`src/rtl/image_map_region_hit_test_top_macros.svh`:
```
// Assertion helpers used by the hit-test back stage.
`ifndef IMAGE_MAP_REGION_HIT_TEST_TOP_MACROS_SVH
`define IMAGE_MAP_REGION_HIT_TEST_TOP_MACROS_SVH

// Clocked check, off while reset is held.
`define IMRH_ASSERT(label, prop, msg) \
  label: assert property (@(posedge clk_i) disable iff (!rst_ni) prop) else $error(msg);

// Condition now implies a consequence in the next cycle.
`define IMRH_ASSERT_NEXT(label, pre, post, msg) \
  `IMRH_ASSERT(label, (pre) |=> (post), msg)

`endif

```
`src/rtl/imrh_pkg.sv`:
```
`timescale 1ns / 1ps

package imrh_pkg;

  localparam int unsigned COORD_BITS       = 16;
  localparam int unsigned MAX_VERTICES_DEF = 1024;
  localparam int unsigned QDEPTH           = 4;

  localparam logic [15:0] COORD_MASK =
    (COORD_BITS >= 16) ? 16'hFFFF : 16'((32'd1 << COORD_BITS) - 32'd1);

  typedef enum logic [2:0] {
    OP_RECT   = 3'd0,
    OP_CIRCLE = 3'd1,
    OP_POLY   = 3'd2,
    OP_POINT  = 3'd3,
    OP_BEGIN  = 3'd4
  } op_e;

  typedef enum logic [1:0] {
    KIND_RECT   = 2'd0,
    KIND_CIRCLE = 2'd1,
    KIND_POLY   = 2'd2,
    KIND_POINT  = 2'd3
  } kind_e;

  typedef enum logic {
    REG_CLICK_X = 1'b0,
    REG_CLICK_Y = 1'b1
  } reg_e;

  typedef logic [15:0]        coord_t;
  typedef logic signed [16:0] rel_t;
  typedef logic signed [33:0] prod_t;
  typedef logic [32:0]        dist_t;

  typedef struct packed {
    logic       clear;
    kind_e      kind;
    logic [7:0] rid;
    logic       last;
    logic       start;
    logic       status;
    logic       rect_hit;
    logic       vtx_hit;
    logic       edge1_en;
    logic       edge2_en;
  } ctrl_t;

  // Operand pairs for the four multipliers. Edge: a = y2*x in slot 0/2, b = x2*y in 1/3.
  typedef struct packed {
    ctrl_t      ctrl;
    rel_t [3:0] opa;
    rel_t [3:0] opb;
  } cmd_t;

  typedef struct packed {
    logic              hit;
    logic signed [2:0] val;
  } edge_t;

  function automatic rel_t rel(coord_t a, coord_t b);
    return $signed({1'b0, a}) - $signed({1'b0, b});
  endfunction

  // Half-crossing contribution of edge (x2,y2)->(x,y), relative to the click.
  function automatic edge_t edge_cross(rel_t x2, rel_t y2, rel_t x, rel_t y,
                                       prod_t a, prod_t b);
    edge_t             r;
    logic signed [2:0] sgn;
    logic signed [2:0] sgn2;
    r.hit = 1'b0;
    r.val = 3'sd0;
    sgn   = (y > 0) ? 3'sd1 : -3'sd1;
    sgn2  = (y > 0) ? 3'sd2 : -3'sd2;
    if (y == 0) begin
      if (x == 0) begin
        r.hit = 1'b1;
      end else if (x > 0) begin
        if (y2 == 0) r.hit = !(x2 > 0);
        else         r.val = (y2 < 0) ? 3'sd1 : -3'sd1;
      end else if (y2 == 0) begin
        r.hit = !(x2 < 0);
      end
    end else if (y2 == 0) begin
      if (!(x2 < 0)) r.val = sgn;
    end else if ((y > 0) != (y2 > 0)) begin
      if (x >= 0 && x2 > 0) begin
        r.val = sgn2;
      end else if (!(x < 0 && x2 <= 0)) begin
        if (a == b)                   r.hit = 1'b1;
        else if ((y > 0) != (a > b))  r.val = sgn2;
      end
    end
    return r;
  endfunction

endpackage

```
`src/rtl/imrh_fifo.sv`:
```
`timescale 1ns / 1ps

module imrh_fifo (
  input  logic           clk_i,
  input  logic           rst_ni,
  input  logic           push_i,
  input  imrh_pkg::cmd_t data_i,
  output logic           full_o,
  output logic           valid_o,
  input  logic           pop_i,
  output imrh_pkg::cmd_t data_o
);
  import imrh_pkg::*;

  localparam int unsigned PTR_W = $clog2(QDEPTH);
  localparam int unsigned CNT_W = $clog2(QDEPTH + 1);

  cmd_t             mem_q [QDEPTH];
  logic [PTR_W-1:0] wr_ptr_q, rd_ptr_q;
  logic [CNT_W-1:0] cnt_q, cnt_d;

  assign full_o  = (cnt_q == CNT_W'(QDEPTH));
  assign valid_o = (cnt_q != '0);
  assign data_o  = mem_q[rd_ptr_q];

  always_comb begin
    cnt_d = cnt_q;
    if (push_i && !pop_i) cnt_d = cnt_q + CNT_W'(1);
    if (pop_i && !push_i) cnt_d = cnt_q - CNT_W'(1);
  end

  always_ff @(posedge clk_i or negedge rst_ni) begin
    if (!rst_ni) begin
      wr_ptr_q <= '0;
      rd_ptr_q <= '0;
      cnt_q    <= '0;
    end else begin
      if (push_i) wr_ptr_q <= wr_ptr_q + PTR_W'(1);
      if (pop_i)  rd_ptr_q <= rd_ptr_q + PTR_W'(1);
      cnt_q <= cnt_d;
    end
  end

  always_ff @(posedge clk_i) begin
    if (push_i) mem_q[wr_ptr_q] <= data_i;
  end

endmodule

```
`config.mk`:
```
export PLATFORM = sky130hd
export DESIGN_NAME = imrh_fifo
export DESIGN_NICKNAME = d
export VERILOG_FILES = /design/src/rtl/image_map_region_hit_test_top_macros.svh /design/src/rtl/imrh_pkg.sv /design/src/rtl/imrh_fifo.sv
export SDC_FILE = /design/constraint.sdc
export NUM_CORES = 1
export LEC_CHECK = 0
export BUFFER_PORTS_ARGS = -buffer_cell sky130_fd_sc_hd__buf_2
export CAP_MARGIN = 20
export CORE_UTILIZATION = 30
export DETAILED_ROUTE_END_ITERATION = 6
export PLACE_DENSITY = 0.44
export SLEW_MARGIN = 40
export SYNTH_ARGS = -nofsm -noshare
export SYNTH_HDL_FRONTEND = slang
export SYNTH_SLANG_ARGS = --single-unit
```
`constraint.sdc`:
```
create_clock -name clk_i -period 5.3 [get_ports clk_i]
set_input_delay 1.59 -clock clk_i [delete_from_list [all_inputs] [get_ports clk_i]]
set_output_delay 1.59 -clock clk_i [all_outputs]
set_load 0.05 [all_outputs]
```
Word level (Yosys, flattened, before mapping)
Memory sizes are Yosys's and may differ from the RTL's.
Cells that the tools add are included.
{"block": "op_classes", "add_sub_neg": 4, "mul": 0, "div_mod_pow": 0, "order_cmp": 0, "n_eq_ne": 1, "n_shift": 0, "muxes": 4, "bitwise": 0, "reduce_logical": 6}
{"operator": "2-to-1 mux 3 bit", "count": 2}
{"operator": "adder 2 x 1 -> 2 bit (second input constant)", "count": 2}
{"operator": "adder 3 x 1 -> 3 bit (second input constant)", "count": 1}
{"operator": "equality test 3 bit (second input constant)", "count": 1}
{"operator": "nonzero test 3 bit", "count": 1}
{"operator": "subtractor 3 x 1 -> 3 bit (second input constant)", "count": 1}
{"operator": "logical AND 1 bit", "count": 2}
{"operator": "zero test 1 bit", "count": 2}
{"operator": "2-to-1 mux 1 bit", "count": 2}
{"operator": "nonzero test 2 bit", "count": 1}
{"block": "totals", "ff_bits": 7, "latchBits": 0, "mem_bits_rw": 616, "romBits": 0, "in_bits": 158, "out_inout_bits": 156, "elab_cells": 19, "mem_count": 1}
{"name": "mem_q", "words": 4, "width": 154, "rd": 1, "rd_ports_with_merged_regs": 0, "wr": 1, "line_no": "imrh_fifo.sv:18", "source": "cmd_t mem_q [QDEPTH];"}

Depth between registers and ports, before layout
{"block": "depth", "depth_word": 4, "ltp_mapped": 7}

Least setup slack after synthesis
OpenSTA, ideal clock, no wires.
{"block": "synth_path", "path_kind": "input to register", "from": "input port push_i", "to": "memory mem_q[0][0] (netlist name) (enable)", "setup_ns": 0.532, "arrival_time_ns": 5.102, "path_slack_ns": -0.334, "path_stages": 1, "n_path_buf": 0, "cell_sequence": "and2_1"}
{"block": "synth_between", "elab_chain_len": 2}
{"item": "from (decl)", "line_no": "imrh_fifo.sv:6", "source": "input logic push_i,"}
{"item": "2-to-1 mux 1 bit", "line_no": "imrh_fifo.sv:45", "source": "if (push_i) mem_q[wr_ptr_q] <= data_i;"}
{"item": "2-to-1 mux 1 bit (not written as such)", "line_no": "imrh_fifo.sv:45"}
{"item": "to (decl)", "line_no": "imrh_fifo.sv:18"}
Every way passes these cells.

==> results.md <==
* CTS tree: built
* # IOs at 314
* Hold WS at 0.491 ns
* Tcrit/Tclk final at 0.809
* Vias in the first global route at 10800
* # clock sinks at around 620
* Tot Pwr at 0.0182 W
* Yosys cell types at 20
* Req. time, crit path at 3.71 ns
* Largest area contributor in the netlist: edfxtp_1
* Worst Setup EP: data_o[45]
* Drt drc at 0
* Status: finished clean
* Inst Count DP at 2107
* Final hold vios at 0
* Placeable Area at 74700 um2
* Hold buffers post-CTS at 0
* Final Critical Period at 4.29 ns
* Global Route Usage Sum at 0.130
* Max Clock Freq at 0.233 GHz
* P&R area growth vs syn at 21.9%
* Max-Cap Viols at 0
* CTS resizes at 0
* Global-route wire length before repair at 73400 um
* Inserted Clock Buffers at 73
* Clock Tree Root: clkbuf_16
* CP Launch Type: register
* Setup TNS at 0 ns
* Clock Path Buffers at 3
* Via density at about 4.5
* Power Dens Cells at 655 nW/um2
* First-pass iteration count of the detailed router at 6
* # rows at 100
* Initial Util at 0.304
* Worst-Margin Slew at 0.737 ns
* Post-Layout Cell Count at roughly 2200
* Reg-to-Reg End: mem_q[2][1]
* Die Width at between 200 and 300 um
* DR vias at about 10000
* Hold Crit Class: register to register
* Initial antenna violation count at 13
* Mapped Nets at around 1000
* R2R Setup Slk at 3.18 ns
* Ys Warns at 0
* WP data arrival at 2.70 ns
* Skew-Pair Late Insertion Delay at 0.59 ns
* Cells after synthesis at approximately 840
* Sequential element share of the synthesized area at 0.821
* Largest net degree at the start of global routing at 61
* Grt total ovfl at 0
* DP HPWL at around 29000 um
* Leak at 9.34 nW
* Syn avg cell area at 27.0 um2
* H-tree levels at 3
* CP max FO at between 50 and 60
* CP Class: register to output pin
* Ranking of synthesized cells by area: edfxtp_1 (81%), mux4_2 (15%), buf_12 (0.97%), dfrtp_1 (0.77%), buf_2 (0.33%)
* Remaining antenna violation count after routing at 0
* Die ar. at 76900 um2
* FF-to-FF path depth at 4
* Nature of the critical path endpoint: output pin
* Top-area cell type share of the netlist area at 0.813
* Routed len/inst at between 20 and 25 um
* DRT iter0 DRCs at 563
* Fillers at 6831
* Clock transition at the registers of the reported paths at 0.06 ns
* Final wirelength at 49600 um
* Final setup fails at 0
* #FFs+latches synth at 623
* Slew headroom at 0.509
* Port bufs at 313
* Worst VDD drop at 0.000367 V
* RD Place Congestion at 0.676
* Post-CTS Setup Bufs at 0
* Share of post-route cells with drive strength above 1 at 0.471
* Mapped cell area at 22700 um2
* # nets final at 1377
* Worst reg2reg startpoint: wr_ptr_q[0]
* Hold path cells at 1
* Slew Limit Fails at 0
* Fin Clk Skew at 0.0199 ns
* RSZ-0062 raised after global routing: false
* Worst Setup SP: rd_ptr_q[0]
* Die height at 277 um
## state kept, by name (all words and copies together), names as in the netlist
register and cells:
rd_ptr_q 2, cnt_q 3, wr_ptr_q 2, mem_q 616
## synthesized netlist by cell type
cell,count
edfxtp_1,616
mux4_2,154
buf_2,15
buf_12,11
dfrtp_1,7
buf_6,6
inv_1,6
ha_1,5
and2_1,4
xor2_1,4
clkbuf_1,2
nand2_1,2
xnor2_1,2
and3_1,1
buf_4,1
fa_1,1
mux2i_1,1
nor2_1,1
o21ai_0,1
or3_1,1
## placed cells by master, fill, tap and decap left out, types with 2 or more instances in the layout
cell type and n:
dfrtp_1 5, and2_4 4, inv_1 6, ha_1 5
clkinv_2 17, mux4_2 154, xor2_1 4, edfxtp_1 616
clkbuf_1 12, clkbuf_16 74, buf_2 313, clkinvlp_4 2
nand2_1 2, diode_2 4, dfrtp_4 2, buf_12 12
bufinv_16 4, buf_4 7, xnor2_1 2, inv_6 2
clkbuf_8 3, clkinv_1 12
## area by class of cell
type	count	area [um2]	area share
Sequential cell	623	18700	0.674
Multi-Input combinational cell	177	3680	0.133
Clock buffer	89	1940	0.0699
Timing Repair Buffer	332	1860	0.0671
Tap cell	969	1210	0.0438
Clock inverter	39	310	0.0112
Inverter	6	22.5	0.000813
Antenna cell	4	10.0	0.000361
## per-layer routing
metal  routed length [um]  vias to the layer above  track usage
li1                     -                     4390            -
met1                21100                     5306        0.168
met2                23300                      289        0.200
met3                 3970                       89       0.0521
met4                 1140                       18       0.0386
met5                  111                        -            0
## critical path, cell delays in order, from the launching register on
cell and delay, ns:
dfrtp_4 0.74, buf_12 0.42, mux4_2 0.58, buf_2 0.23
## worst min-delay path by stage
stage | slack (ns) | endpoint | from
after global placement | 0.48 | cnt_q[0] | cnt_q[0]
after global routing | 0.52 | cnt_q[0] | cnt_q[0]
after floorplan | 0.45 | cnt_q[2] | cnt_q[2]
after detailed placement | 0.48 | cnt_q[0] | cnt_q[0]
after CTS | 0.50 | cnt_q[0] | cnt_q[0]
final | 0.49 | cnt_q[2] | cnt_q[2]
## cell families after synthesis
family | synth area share
adder cells (fa/ha/maj) | 0.00363
AO/OA/AOI/OAI | 0.000220
XOR/XNOR | 0.00231
flip-flops | 0.821
AND/OR/NAND/NOR | 0.00215
buffers and inverters | 0.0176
multiplexers | 0.153
## through the flow
step	setup slack (ns)	util	area (um2)
2_1_floorplan	1.36	-	22700
3_3_place_gp	1.56	0.341	25500
3_5_place_dp	1.55	0.341	25500
4_1_cts	0.880	0.371	27700
5_1_grt	0.795	0.371	27700
6_report	1.01	0.371	27700
## power by group
| part | internal [W] | switching (W) | total, W |
|---|---|---|---|
| clock network | 0.00279 | 0.00192 | 0.00471 |
| logic | 0.00194 | 0.00477 | 0.00672 |
| registers | 0.00644 | 0.000298 | 0.00673 |
| total | 0.0112 | 0.00699 | 0.0182 |
No activity file was read; power rests on OpenSTA's default activity.
