### config.mk
export PLATFORM = sky130hd
export DESIGN_NAME = imrh_back
export DESIGN_NICKNAME = d
export VERILOG_FILES = /design/src/rtl/imrh_pkg.sv /design/src/rtl/imrh_back.sv
export VERILOG_INCLUDE_DIRS = /design/src /design/src/rtl
export SDC_FILE = /design/constraint.sdc
export NUM_CORES = 2
export LEC_CHECK = 0
export BUFFER_PORTS_ARGS = -buffer_cell sky130_fd_sc_hd__buf_2
export CORE_MARGIN = 2
export CORE_UTILIZATION = 35
export DETAILED_ROUTE_END_ITERATION = 8
export GPL_TIMING_DRIVEN = 1
export HOLD_SLACK_MARGIN = 0.15
export SYNTH_ARGS = -nofsm -noshare
export SYNTH_HDL_FRONTEND = slang
export SYNTH_SLANG_ARGS = --single-unit
export TNS_END_PERCENT = 10
### constraint.sdc
create_clock -name clk_i -period 11.6 [get_ports clk_i]
set_input_delay 1.16 -clock clk_i [delete_from_list [all_inputs] [get_ports clk_i]]
set_output_delay 1.16 -clock clk_i [all_outputs]
set_load 0.1 [all_outputs]
### src/rtl/image_map_region_hit_test_top_macros.svh
// Assertion helpers used by the hit-test back stage.
`ifndef IMAGE_MAP_REGION_HIT_TEST_TOP_MACROS_SVH
`define IMAGE_MAP_REGION_HIT_TEST_TOP_MACROS_SVH

// Clocked check, off while reset is held.
`define IMRH_ASSERT(label, prop, msg) \
  label: assert property (@(posedge clk_i) disable iff (!rst_ni) prop) else $error(msg);

// Condition now implies a consequence in the next cycle.
`define IMRH_ASSERT_NEXT(label, pre, post, msg) \
  `IMRH_ASSERT(label, (pre) |=> (post), msg)

`endif

### src/rtl/imrh_pkg.sv
`timescale 1ns / 1ps

package imrh_pkg;

  localparam int unsigned COORD_BITS       = 16;
  localparam int unsigned MAX_VERTICES_DEF = 1024;
  localparam int unsigned QDEPTH           = 4;

  localparam logic [15:0] COORD_MASK =
    (COORD_BITS >= 16) ? 16'hFFFF : 16'((32'd1 << COORD_BITS) - 32'd1);

  typedef enum logic [2:0] {
    OP_RECT   = 3'd0,
    OP_CIRCLE = 3'd1,
    OP_POLY   = 3'd2,
    OP_POINT  = 3'd3,
    OP_BEGIN  = 3'd4
  } op_e;

  typedef enum logic [1:0] {
    KIND_RECT   = 2'd0,
    KIND_CIRCLE = 2'd1,
    KIND_POLY   = 2'd2,
    KIND_POINT  = 2'd3
  } kind_e;

  typedef enum logic {
    REG_CLICK_X = 1'b0,
    REG_CLICK_Y = 1'b1
  } reg_e;

  typedef logic [15:0]        coord_t;
  typedef logic signed [16:0] rel_t;
  typedef logic signed [33:0] prod_t;
  typedef logic [32:0]        dist_t;

  typedef struct packed {
    logic       clear;
    kind_e      kind;
    logic [7:0] rid;
    logic       last;
    logic       start;
    logic       status;
    logic       rect_hit;
    logic       vtx_hit;
    logic       edge1_en;
    logic       edge2_en;
  } ctrl_t;

  // Operand pairs for the four multipliers. Edge: a = y2*x in slot 0/2, b = x2*y in 1/3.
  typedef struct packed {
    ctrl_t      ctrl;
    rel_t [3:0] opa;
    rel_t [3:0] opb;
  } cmd_t;

  typedef struct packed {
    logic              hit;
    logic signed [2:0] val;
  } edge_t;

  function automatic rel_t rel(coord_t a, coord_t b);
    return $signed({1'b0, a}) - $signed({1'b0, b});
  endfunction

  // Half-crossing contribution of edge (x2,y2)->(x,y), relative to the click.
  function automatic edge_t edge_cross(rel_t x2, rel_t y2, rel_t x, rel_t y,
                                       prod_t a, prod_t b);
    edge_t             r;
    logic signed [2:0] sgn;
    logic signed [2:0] sgn2;
    r.hit = 1'b0;
    r.val = 3'sd0;
    sgn   = (y > 0) ? 3'sd1 : -3'sd1;
    sgn2  = (y > 0) ? 3'sd2 : -3'sd2;
    if (y == 0) begin
      if (x == 0) begin
        r.hit = 1'b1;
      end else if (x > 0) begin
        if (y2 == 0) r.hit = !(x2 > 0);
        else         r.val = (y2 < 0) ? 3'sd1 : -3'sd1;
      end else if (y2 == 0) begin
        r.hit = !(x2 < 0);
      end
    end else if (y2 == 0) begin
      if (!(x2 < 0)) r.val = sgn;
    end else if ((y > 0) != (y2 > 0)) begin
      if (x >= 0 && x2 > 0) begin
        r.val = sgn2;
      end else if (!(x < 0 && x2 <= 0)) begin
        if (a == b)                   r.hit = 1'b1;
        else if ((y > 0) != (a > b))  r.val = sgn2;
      end
    end
    return r;
  endfunction

endpackage

### src/rtl/imrh_back.sv
`timescale 1ns / 1ps
`include "image_map_region_hit_test_top_macros.svh"

module imrh_back #(
  parameter int unsigned MAX_VERTICES = imrh_pkg::MAX_VERTICES_DEF
) (
  input  logic           clk_i,
  input  logic           rst_ni,
  input  logic           q_valid_i,
  output logic           q_pop_o,
  input  imrh_pkg::cmd_t q_cmd_i,
  output logic           out_valid_o,
  input  logic           out_ready_i,
  output logic [55:0]    out_data_o,
  output logic [1:0]     out_kind_o
);
  import imrh_pkg::*;

  localparam int unsigned SUM_W = $clog2(MAX_VERTICES) + 3;

  // multiply stage
  logic  m_valid_q;
  ctrl_t m_ctrl_q;
  rel_t  m_opa_q [4];
  rel_t  m_opb_q [4];
  prod_t m_prod_q [4];
  prod_t prod_d [4];

  // region and map state
  logic signed [SUM_W-1:0] sum_q, sum_d, sum_base;
  logic                    edge_q, edge_d, edge_base;
  logic                    found_q, found_d;
  dist_t                   min_q, min_d;
  logic [7:0]              best_q, best_d;

  logic        out_valid_q;
  logic [55:0] out_data_q;
  kind_e       out_kind_q;

  edge_t e1, e2;
  dist_t sq01, sq23;
  logic  hit, emits, leave, pop;

  assign emits       = m_ctrl_q.last && !m_ctrl_q.clear;
  assign leave       = m_valid_q && (!emits || !out_valid_q || out_ready_i);
  assign pop         = q_valid_i && (!m_valid_q || leave);
  assign q_pop_o     = pop;
  assign out_valid_o = out_valid_q;
  assign out_data_o  = out_data_q;
  assign out_kind_o  = out_kind_q;

  always_comb begin
    for (int i = 0; i < 4; i++) begin
      prod_d[i] = $signed(q_cmd_i.opa[i]) * $signed(q_cmd_i.opb[i]);
    end
  end

  always_comb begin
    sq01 = {1'b0, m_prod_q[0][31:0]} + {1'b0, m_prod_q[1][31:0]};
    sq23 = {1'b0, m_prod_q[2][31:0]} + {1'b0, m_prod_q[3][31:0]};
    e1 = m_ctrl_q.edge1_en ?
         edge_cross(m_opa_q[1], m_opa_q[0], m_opb_q[0], m_opb_q[1], m_prod_q[0], m_prod_q[1]) :
         '0;
    e2 = m_ctrl_q.edge2_en ?
         edge_cross(m_opa_q[3], m_opa_q[2], m_opb_q[2], m_opb_q[3], m_prod_q[2], m_prod_q[3]) :
         '0;
    sum_base  = m_ctrl_q.start ? '0 : sum_q;
    edge_base = m_ctrl_q.start ? 1'b0 : edge_q;
    sum_d   = sum_q;
    edge_d  = edge_q;
    found_d = found_q;
    min_d   = min_q;
    best_d  = best_q;
    hit     = 1'b0;
    if (m_ctrl_q.clear) begin
      sum_d   = '0;
      edge_d  = 1'b0;
      found_d = 1'b0;
      min_d   = '0;
      best_d  = '0;
    end else begin
      sum_d  = sum_base + SUM_W'(e1.val) + SUM_W'(e2.val);
      edge_d = edge_base | m_ctrl_q.vtx_hit | e1.hit | e2.hit;
      unique case (m_ctrl_q.kind)
        KIND_RECT:   hit = !m_ctrl_q.status && m_ctrl_q.rect_hit;
        KIND_CIRCLE: hit = !m_ctrl_q.status && (sq23 <= sq01);
        KIND_POLY:   hit = edge_d || (sum_d != '0);
        KIND_POINT: begin
          if (!found_q || sq01 < min_q) begin
            found_d = 1'b1;
            min_d   = sq01;
            best_d  = m_ctrl_q.rid;
          end
        end
      endcase
    end
  end

  always_ff @(posedge clk_i or negedge rst_ni) begin
    if (!rst_ni) begin
      m_valid_q   <= 1'b0;
      sum_q       <= '0;
      edge_q      <= 1'b0;
      found_q     <= 1'b0;
      min_q       <= '0;
      best_q      <= '0;
      out_valid_q <= 1'b0;
      out_kind_q  <= KIND_RECT;
    end else begin
      if (pop)        m_valid_q <= 1'b1;
      else if (leave) m_valid_q <= 1'b0;
      if (leave) begin
        sum_q   <= sum_d;
        edge_q  <= edge_d;
        found_q <= found_d;
        min_q   <= min_d;
        best_q  <= best_d;
      end
      if (leave && emits) begin
        out_valid_q <= 1'b1;
        out_kind_q  <= m_ctrl_q.kind;
      end else if (out_ready_i) begin
        out_valid_q <= 1'b0;
      end
    end
  end

  always_ff @(posedge clk_i) begin
    if (pop) begin
      m_ctrl_q <= q_cmd_i.ctrl;
      for (int i = 0; i < 4; i++) begin
        m_opa_q[i]  <= q_cmd_i.opa[i];
        m_opb_q[i]  <= q_cmd_i.opb[i];
        m_prod_q[i] <= prod_d[i];
      end
    end
    if (leave && emits) begin
      out_data_q <= {4'b0, min_d, best_d, found_d, m_ctrl_q.status, hit, m_ctrl_q.rid};
    end
  end

  `IMRH_ASSERT(a_empty_nearest_zero, !found_q |-> (min_q == '0 && best_q == '0), "nearest state set without a point")
  `IMRH_ASSERT(a_status_no_hit, (out_valid_q && out_data_q[9]) |-> !out_data_q[8], "hit reported with short region")
  `IMRH_ASSERT(a_point_no_hit, (out_valid_q && out_kind_q == KIND_POINT) |-> !out_data_q[8], "point region reported a hit")
  `IMRH_ASSERT_NEXT(a_clear_drops_nearest, leave && m_ctrl_q.clear, !found_q, "begin map did not clear nearest")

endmodule

* Yosys cells after proc, flatten, opt, wreduce, memory -nomap -nowiden
Memories as Yosys holds them, arrays and structs flattened. Index checks and enable logic that the tools add are counted.
Word-level totals: flip-flop bits (word level) 130, bits in latches 0, RAM bits 272, bits in read-only memories 0, output and inout bits 60, memories 3
Operators by class: $add $sub $neg 4, $mul 4, div/mod/pow operators 0, order comparisons 22, eq/ne operators 9, shift operators 0, mux-type cells 64, bitwise logic cells 3, reduce and logical (&&, ||, !) cells 35
Memory list:
- m_prod_q | words 4, bits a word 34, rd ports 4, clocked after memory_dff 0, write ports 4, line imrh_back.sv:26 | prod_t m_prod_q [4];
- m_opa_q | words 4, bits a word 17, rd ports 4, clocked after memory_dff 0, write ports 4, line imrh_back.sv:24 | rel_t m_opa_q [4];
- m_opb_q | words 4, bits a word 17, rd ports 4, clocked after memory_dff 0, write ports 4, line imrh_back.sv:25 | rel_t m_opb_q [4];
Operators with widths (count):
- $logic_not A32 Y1 | 6
- $gt A17 B1 Y1 const B | 8
- $mul A17 B17 Y34 | 4
- $lt A17 B1 Y1 const B | 6
- $mux W33 | 3
- $eq A34 B34 Y1 | 2
- $gt A34 B34 Y1 | 2
- $add A32 B32 Y33 | 2
- $mux W3 | 22
- $ge A17 B1 Y1 const B | 2
- $le A17 B1 Y1 const B | 2
- $le A33 B33 Y1 | 1
- $lt A33 B33 Y1 | 1
- $mux W4 | 8
- $add A13 B3 Y13 | 2
- $mux W13 | 2
- $mux W1 | 25
- $mux W8 | 3
- $reduce_bool A13 Y1 | 1
- $logic_and A1 B1 Y1 | 10
- $logic_not A1 Y1 | 10
- $logic_or A1 B1 Y1 | 5
- $eq A2 B2 Y1 const B | 2
- $ne A1 B1 Y1 | 4
- 5 further kinds | 8

* Logic depth before layout (Yosys ltp)
An unclocked memory read counts as a cell.
word-level depth 16, gate-level depth with buffers 31

* Least setup slack after synthesis
Ideal clock, no wire load.
path type input to output, start point input out_ready_i, end point output q_pop_o, arrival time 8620 ps, data required time 10440 ps, slack 1820 ps, stages 4, cells stage by stage nand2b_1 -> nor2_1 -> nand2_1 -> and2_1
Between the ends: word-level cells in the longest chain between the ends 4
Ends and longest elaborated chain:
- from (decl) | line imrh_back.sv:13 | input logic out_ready_i,
- $logic_or A1 B1 Y1 | line imrh_back.sv:45 | assign leave = m_valid_q && (!emits || !out_valid_q || out_ready_i);
- $logic_and A1 B1 Y1 | line imrh_back.sv:45
- $logic_or A1 B1 Y1 | line imrh_back.sv:46 | assign pop = q_valid_i && (!m_valid_q || leave);
- $logic_and A1 B1 Y1 | line imrh_back.sv:46
- to (decl) | line imrh_back.sv:10 | output logic q_pop_o,
No other way between the ends.

==> summary.txt <==
Run status
  • Outcome: finished, final reports clean

Critical path
  • Critical Path RT: 12000 ps
  • Crit path largest cell delay: 610 ps
  • Crit. End Element: flip-flop
  • Startpoint Class: flip-flop
  • Crit path arrival time: 7510 ps
  • Worst path bufs/invs: 1
  • Top delay family on crit path: compound AO/OA/AOI/OAI gates
  • Crit Path Max Fanout: 8
  • CP Class: flip-flop to flip-flop
  • Slowest cell on the critical path: or4_1

Logic synthesis
  • Area fraction in compound gates after synthesis: 6.92%
  • Top cells by count, synth: 1387 x inv_1, 1199 x fa_1, 729 x nand2_1
  • Syn Inst Count: 6428
  • Sequential-to-total area share from yosys stat: 18.4%
  • Synth area leader: fa_1
  • Count of cell types in the netlist: 90
  • Yosys Warn Count: 0
  • Predominant post-synthesis flop cell: edfxtp_1
  • Top post-synthesis cells by area: fa_1 38%, edfxtp_1 16%, ha_1 11%, inv_1 8.2%, and2_1 4.9%
  • Yosys reg bits: 402
  • EDFF count, synth: 342
  • Synth Area in Simple Gates: 13.8%
  • Most frequent cell after synthesis: inv_1
  • Syn_area_per_cell: 9.94 sq um
  • Ys async rst share: 14.9%
  • Largest family of logic cells by synthesized area: adder cells
  • Adder-cell area share of the yosys netlist: 48.4%
  • Mux cell area share after synthesis: 0.0333%
  • Synth Area in XOR/XNOR: 2.98%
  • Top-area cell type share of the netlist area: 37.6%
  • Synthesized cell area: 63900 sq um

Min path
  • Hold Crit Class: flip-flop to flip-flop

GRT
  • GRT Total Usage: 18.5%
  • GRT overflow: 0
  • Initial antenna violation count: 2
  • First-pass GRT wire length: 269 mm
  • Pin count of the biggest net entering global routing: 72
  • Vias in the first global route: 48000

STA
  • Final Hold Fails: 0
  • Slew @ Worst Pin: 1230 ps
  • Min Clock Period, post-route: 7110 ps
  • Total Neg Setup Slack: 0 ps
  • Final worst slack: 4490 ps
  • Slew Limit Fails: 0
  • Setup Viol. Count Final: 0
  • Fmax: 141 MHz
  • Worst Skew: 49.1 ps
  • Slew margin rel.: 16.9%
  • Unrepaired setup endpoints after global routing: false
  • Final worst-path cycle share: 61.3%

Layout
  • Nets: 8424
  • Util after Layout: 38.1%
  • Area growth syn-to-layout: 8.07%
  • Fraction of layout cells with a size suffix above 1: 5.58%
  • Antenna diode instance count: 0

Route
  • DRT iter0 DRCs: 2492
  • Routed wire per std cell: 18.7 um
  • DR vias: 44200
  • Antenna viol nets, final: 0
  • TritonRoute pass-1 iters: 5
  • # DRC: 0
  • Vias per cell: 4.96
  • Total wire length: 167 mm

CTS
  • Number of CTS-inserted buffers: 50
  • CTS Hold Buffers Added: 0
  • Clock transition at path regs: 60 ps
  • Number of gates resized after cts: 0
  • Number of setup buffers added after CTS: 0
  • Clock Latency Late Sink: 660 ps
  • Clock tree buffer depth: 3
  • Clk sinks: 402
  • Htree depth: 2
  • Root Buffer Master: clkbuf_16
  • CTS tree: done

Placement
  • Worst slack at placement: 4020 ps
  • GPL Wtd Cong: 0.903
  • Post-DP HPWL: 135 mm
  • Port Buffer Count: 213

Floorplanning
  • Ports: 218
  • Die ar.: 186000 sq um
  • Core ar.: 181000 sq um
  • Die Y: 431 um
  • Initial Util: 35.3%
  • Die width: 431 um
  • Num rows: 156

Run
  • Max-cap viol count: 0
## cell type report
type                            instances  area [sq um]
Multi-Input combinational cell       4436         46100
Clock inverter                         34           400
Sequential cell                       402         11800
Timing Repair Buffer                  238          1250
Fill cell                           17800        112000
Tap cell                             2370          2970
Clock buffer                           60          1310
Inverter                             1389          5210
## cell usage in the layout (no fill, tap or decap), types with 6 or more instances in the layout
| master | count |
|---|---|
| a211oi_1 | 44 |
| dfrtp_1 | 60 |
| o22ai_1 | 11 |
| a21oi_1 | 202 |
| o21ai_1 | 25 |
| buf_2 | 213 |
| edfxtp_1 | 342 |
| nand2_1 | 729 |
| nand3_1 | 29 |
| xor2_1 | 36 |
| a31oi_1 | 8 |
| o21ai_0 | 105 |
| or3_1 | 10 |
| bufinv_16 | 6 |
| o21a_1 | 32 |
| clkbuf_16 | 50 |
| a311oi_1 | 6 |
| nor4_1 | 44 |
| a21boi_1 | 7 |
| xnor2_1 | 176 |
| a22o_1 | 9 |
| o31ai_1 | 17 |
| fa_1 | 1199 |
| a21o_1 | 73 |
| nand2b_1 | 92 |
| inv_1 | 1386 |
| ha_1 | 550 |
| clkinv_2 | 9 |
| clkinv_1 | 7 |
| nor3_1 | 46 |
| buf_4 | 25 |
| and2_1 | 498 |
| o21bai_1 | 29 |
| clkbuf_1 | 8 |
| nand4_1 | 35 |
| and3_1 | 13 |
| o211ai_1 | 16 |
| nor2b_1 | 41 |
| nor2_1 | 222 |
## path summary, 6_finish.rpt
check / startpoint / endpoint / slack [ps] / cells past startpoint
min in group asynchronous: rst_ni / out_kind_o[1] / 690 / 2
setup / recovery: m_prod_q[1][27] / out_data_o[8] / 4490 / 26
setup reg to reg: m_prod_q[1][27] / out_data_o[8] / 4490 / 26
max in group asynchronous: rst_ni / sum_q[5] / 10320 / 2
hold / removal: m_ctrl_q[4] / out_data_o[9] / 460 / 0
hold reg to reg: m_ctrl_q[4] / out_data_o[9] / 460 / 0
## state kept, by name, indices dropped and copies added, names as in the netlist
| register | flops |
|---|---|
| out_data_o | 52 |
| m_opb_q | 68 |
| found_q | 1 |
| best_q | 8 |
| out_valid_o | 1 |
| min_q | 33 |
| m_opa_q | 68 |
| m_prod_q | 136 |
| m_valid_q | 1 |
| sum_q | 13 |
| m_ctrl_q | 18 |
| edge_q | 1 |
| out_kind_o | 2 |
## worst reg2reg max path: stages, from the launching register on
cell and delay [ps]:
edfxtp_1 480, inv_1 80, ha_1 410, a21o_1 190, a21o_1 160, a21oi_1 300, nand2_1 100, a2111oi_0 370
a22oi_1 170, nand3_1 110, o21ai_0 90, ha_1 290, nand2b_1 140, maj3_1 340, o21ai_0 160, and2_1 250
fa_1 450, ha_1 230, fa_1 460, a21o_1 210, a21oi_2 180, o21ai_1 110, o41ai_1 480, xnor2_1 150
or4_1 610, nor4b_4 290, o21ai_2 70
## through the flow
stage,cell area (sq um),hold WS (ps),cells
finish,69000,464,8929
global route,69000,484,8929
CTS,69000,461,8929
detailed placement,67300,455,8835
global placement,67300,444,8835
floorplan,63900,428,6431
## kinds of logic (layout without fill, tap and decap cells)
| logic type | after synthesis | count (layout) |
|---|---|---|
| adder cells (fa/ha/maj) | 1751 | 1751 |
| buffers and inverters | 1593 | 1721 |
| XOR/XNOR | 215 | 215 |
| AND/OR/NAND/NOR | 1793 | 1793 |
| multiplexers | 2 | 2 |
| other | 1 | 4 |
| flip-flops | 402 | 402 |
| AO/OA/AOI/OAI | 671 | 671 |
## layer usage
layer / global-route usage, % / vias up / part of all wire [%]
li1: - / 20000 / -
met1: 24.1 / 23000 / 42
met2: 32.3 / 1058 / 50
met3: 1.85 / 209 / 4.5
met4: 5.53 / 2 / 3.1
met5: 0 / - / 0.0078
Power is left out: the tool's default activity adds up to more than one toggle a clock period on the data nets, which glitch-free logic cannot reach.
